===== src/hdl/fip_pkg.sv =====
// fip_pkg: widths, stage count and the pipeline stage record for fast_integer_power.
// Used by fip_stage and fast_integer_power; depends on nothing else.
`timescale 1ns / 1ps

package fip_pkg;

   // width of the arithmetic, results wrap modulo 2^DATA_WIDTH
   localparam int DATA_WIDTH = 32;
   localparam int BASE_WIDTH = 32;
   localparam int POWER_WIDTH = 32;
   localparam int EXP_BITS = 31;
   localparam int EXP_IDX_WIDTH = $clog2(EXP_BITS);
   // one square stage and one conditional multiply stage per exponent bit
   localparam int STAGES = 2 * EXP_BITS;

   typedef struct packed {
      logic                  valid;
      logic [DATA_WIDTH-1:0] base;
      logic [EXP_BITS-1:0]   exponent;
      logic [DATA_WIDTH-1:0] acc;
   } stage_type;

endpackage


===== src/hdl/fip_stage.sv =====
// fip_stage: one registered step of square-and-multiply, either a square of the
// running product or a multiply by the base when the selected exponent bit is set.
// Depends on fip_pkg.
`timescale 1ns / 1ps

module fip_stage import fip_pkg::*; (
   input  logic                     clock,
   input  logic                     reset,
   input  logic                     square_mode,
   input  logic [EXP_IDX_WIDTH-1:0] bit_sel,
   input  stage_type                stage_d,
   output stage_type                stage_q
);

   stage_type             stage_ff;
   stage_type             stage_in;
   logic [DATA_WIDTH-1:0] operand;
   logic                  use_product;

   always_comb begin
      operand     = square_mode ? stage_d.acc : stage_d.base;
      use_product = square_mode | stage_d.exponent[bit_sel];
      stage_in    = stage_d;
      if (use_product) begin
         // only the low word of the product is kept
         stage_in.acc = DATA_WIDTH'(stage_d.acc * operand);
      end
   end

   always_ff @(posedge clock) begin
      if (reset) begin
         stage_ff.valid <= 1'b0;
      end else begin
         stage_ff.valid <= stage_in.valid;
      end
      stage_ff.base     <= stage_in.base;
      stage_ff.exponent <= stage_in.exponent;
      stage_ff.acc      <= stage_in.acc;
   end

   assign stage_q = stage_ff;

endmodule


===== config.mk =====
export PLATFORM = sky130hd
export DESIGN_NAME = fip_stage
export DESIGN_NICKNAME = d
export VERILOG_FILES = /design/src/hdl/fip_pkg.sv /design/src/hdl/fip_stage.sv
export SDC_FILE = /design/constraint.sdc
export NUM_CORES = 1
export LEC_CHECK = 0
export ABC_AREA = 0
export BUFFER_PORTS_ARGS = -buffer_cell sky130_fd_sc_hd__buf_4
export CORE_MARGIN = 2
export CORE_UTILIZATION = 50
export DETAILED_ROUTE_END_ITERATION = 8
export HOLD_SLACK_MARGIN = 0.05
export MAX_ROUTING_LAYER = met4
export PLACE_DENSITY = 0.78
export SETUP_SLACK_MARGIN = 0.5
export SYNTH_ARGS = -nofsm -noshare
export SYNTH_HDL_FRONTEND = slang
export SYNTH_SLANG_ARGS = --single-unit

===== constraint.sdc =====
create_clock -name clock -period 10.7 [get_ports clock]
set_clock_uncertainty 0.05 [all_clocks]
set_input_delay 0.535 -clock clock [delete_from_list [all_inputs] [get_ports clock]]
set_output_delay 0.535 -clock clock [all_outputs]
set_load 0.02 [all_outputs]

==> run_results.csv <==
group,metric,value,unit
final_layout,final_cell_mix,"fa_1, inv_1, and2_1",
route,ant_nets,0,
synthesis,synth_compound_area_share,3.683,%
die,die_area,38860,sq um
final_layout,layout_commonest_cell,"fa_1",
synthesis,synth_xor_area_share,3.965,%
synthesis,ys_ff_latch,96,
timing,min_period_over_period,76.94,%
final_layout,register_area,1922,sq um
critical_path,worst_ep_arrival_time,8.44,ns
synthesis,yosys_most_used_dff,"dfxtp_1",
die,dieWidth,197.1,microns
global_routing,met3_usage,4.866,%
global_routing,grt_use_met1,36.35,%
synthesis,synthCells,1942,
timing,period_minus_slack,8.232,ns
placement,gp_congestion,0.9790,
synthesis,muxShareOfSynthArea,3.777,%
final_layout,multi_input_area,14870,sq um
global_routing,grt_pass1_wl,83970,microns
final_layout,largest_reg_flops,96,
synthesis,yosysUniqueCellTypes,48,
timing,max_slew_margin,31.83,%
route,dr_total_vias,13852,
worst_hold_path,min-delay-start,"stage_d[53]",
clocking,ctsHoldBuffers,0,
clocking,clockRootBuffer,"clkbuf_16",
final_layout,fill_cells,3119,
clocking,tritoncts,"done",
outcome,status,"completed",
final_layout,nNetsFinal,2688,
die,fp-row-count,70,
timing,worstMarginPinSlew,1.018,ns
synthesis,async_flop_share,0,%
flow_run,drv_cap,0,
clocking,clkTransAtPathRegs,0.08,ns
critical_path,cp-start-kind,"input port",
critical_path,crit_start,"square_mode",
placement,dp_hpwl,41350,microns
critical_path,required,10.90,ns
final_layout,syn_to_final_growth,10.56,%
synthesis,ys_warn_count,0,
critical_path,path_class,"in -> reg",
route,wirelength,53220,microns
global_routing,grt_max_degree,56,
die,core-area,36700,sq um
timing,setup_viol,0,
critical_path,crit_path_max_fanout,50,
clocking,post_cts_resized,0,
global_routing,grt.busiest_layer,"met2",
synthesis,syn_area,18650,sq um
route,firstDrtPassIters,5,
route,routedWlPerCell,21.06,microns
synthesis,synth_edf_count,0,
die,start_util,50.82,%
clocking,post-cts-setup-buffers,0,
timing,max_freq,121.5,MHz
timing,maxSlewViolCount,0,
timing,hold_viol_final,0,
timing,setup_tns,0,ns
global_routing,grt_antenna_before_repair,0,
clocking,cts_buffers,9,
route,drc,0,
synthesis,avgSynthCellArea,9.603,sq um
global_routing,grtUsageMet2,49.77,%
die,die_h,197.1,microns
die,io_pins,200,
final_layout,drive_gt1_share,13.02,%
worst_hold_path,hp-class,"in -> reg",
global_routing,grt_usage,29.69,%
global_routing,grt_pass1_vias,15225,
clocking,clock-sinks,96,
placement,io_buffers,199,
synthesis,synth-simple-area-share,16.24,%
synthesis,ys_seq_area_share,10.31,%
route,initialDrtViolationCount,1035,
timing,rsz0062_at_grt,"false",
clocking,cts_max_path_buffers,2,
synthesis,synth_fa_ha_area_share,52.05,%
synthesis,syn-num-nets,2577,
critical_path,end_kind,"flip-flop",
synthesis,synth_top_family_by_area,"adder cells",
route,routed_via_density,5.482,
global_routing,grt_overflow,0,
clocking,htreeDepth,3,
## worst paths after layout
check                            endpoint  slack, ns  cells after the start
worst min-delay path  stage_q[53]$_DFF_P_       0.20                      1
worst max-delay path  stage_q[28]$_DFF_P_       2.47                     25
## critical path: stages
cell and delay (ns):
buf_4 0.54, mux2_2 0.64, and2_1 0.27, fa_1 0.53
inv_1 0.05, fa_1 0.49, fa_1 0.46, fa_1 0.55
inv_1 0.05, fa_1 0.49, inv_1 0.05, fa_1 0.53
inv_1 0.05, fa_1 0.45, fa_1 0.39, ha_1 0.36
a21oi_1 0.24, o21bai_1 0.09, a21oi_1 0.17, o21ai_0 0.12
a21o_1 0.19, a221oi_1 0.63, o211ai_1 0.23, xnor2_1 0.19
o21ai_0 0.09
## metrics by stage
step | utilization (%) | hold WS [ns] | instances | worst slack (ns) | cell area, sq um
finish | 56.18 | 0.2039 | 2527 | 2.468 | 20620
global route | 56.18 | 0.1919 | 2526 | 2.089 | 20620
CTS | 56.18 | 0.1932 | 2526 | 2.537 | 20620
detailed placement | 55.37 | 0.5984 | 2510 | 2.130 | 20320
global placement | 55.37 | 0.5978 | 2510 | 2.258 | 20320
floorplan | - | 0.5127 | 1942 | 2.908 | 18650
## logic make-up (layout without fill, tap and decap cells)
logic type	Yosys count	after routing
xor+xnor	82	82
simple gates	587	587
flops	96	96
other cells	0	1
fa+ha+maj	531	531
compound gates	112	112
mux	52	52
buf+inv	482	598
## routing by layer
layer | part of all wire [%] | wire length, microns | vias to the layer above
met5 | 0 | 0 | -
met4 | 4.1 | 2178 | 0
met3 | 7.9 | 4206 | 136
met2 | 50 | 26410 | 664
met1 | 38 | 20430 | 7118
li1 | - | - | 5934
## synthesized netlist by cell type, drive strengths merged (4+ instances only)
master,instances,area share [%]
fa,408,44
inv,381,7.7
and2,282,9.5
nand2,243,4.9
ha,123,8.3
dfxtp,96,10
clkbuf,90,1.8
xnor2,60,2.9
o21ai,37,0.99
mux2,36,2.3
a21oi,27,0.72
nor2b,23,0.77
xor2,21,0.99
nor2,17,0.34
o21a,12,0.48
a21o,11,0.44
buf,11,0.49
mux4,9,1.1
mux2i,7,0.38
nand2b,5,0.17
o21bai,5,0.20
a31oi,4,0.13
o31ai,4,0.16
## layout make-up
class | instances | share of cell area (%)
Multi-Input combinational cell | 1364 | 72.14
Sequential cell | 96 | 9.321
Timing Repair Buffer | 201 | 7.318
Inverter | 381 | 6.936
Tap cell | 468 | 2.840
Clock buffer | 9 | 1.092
Clock inverter | 7 | 0.3398
Antenna cell | 1 | 0.01214
Power is not shown: default switching activity piles up to over one toggle a cycle in this logic, so the estimate is an artifact.
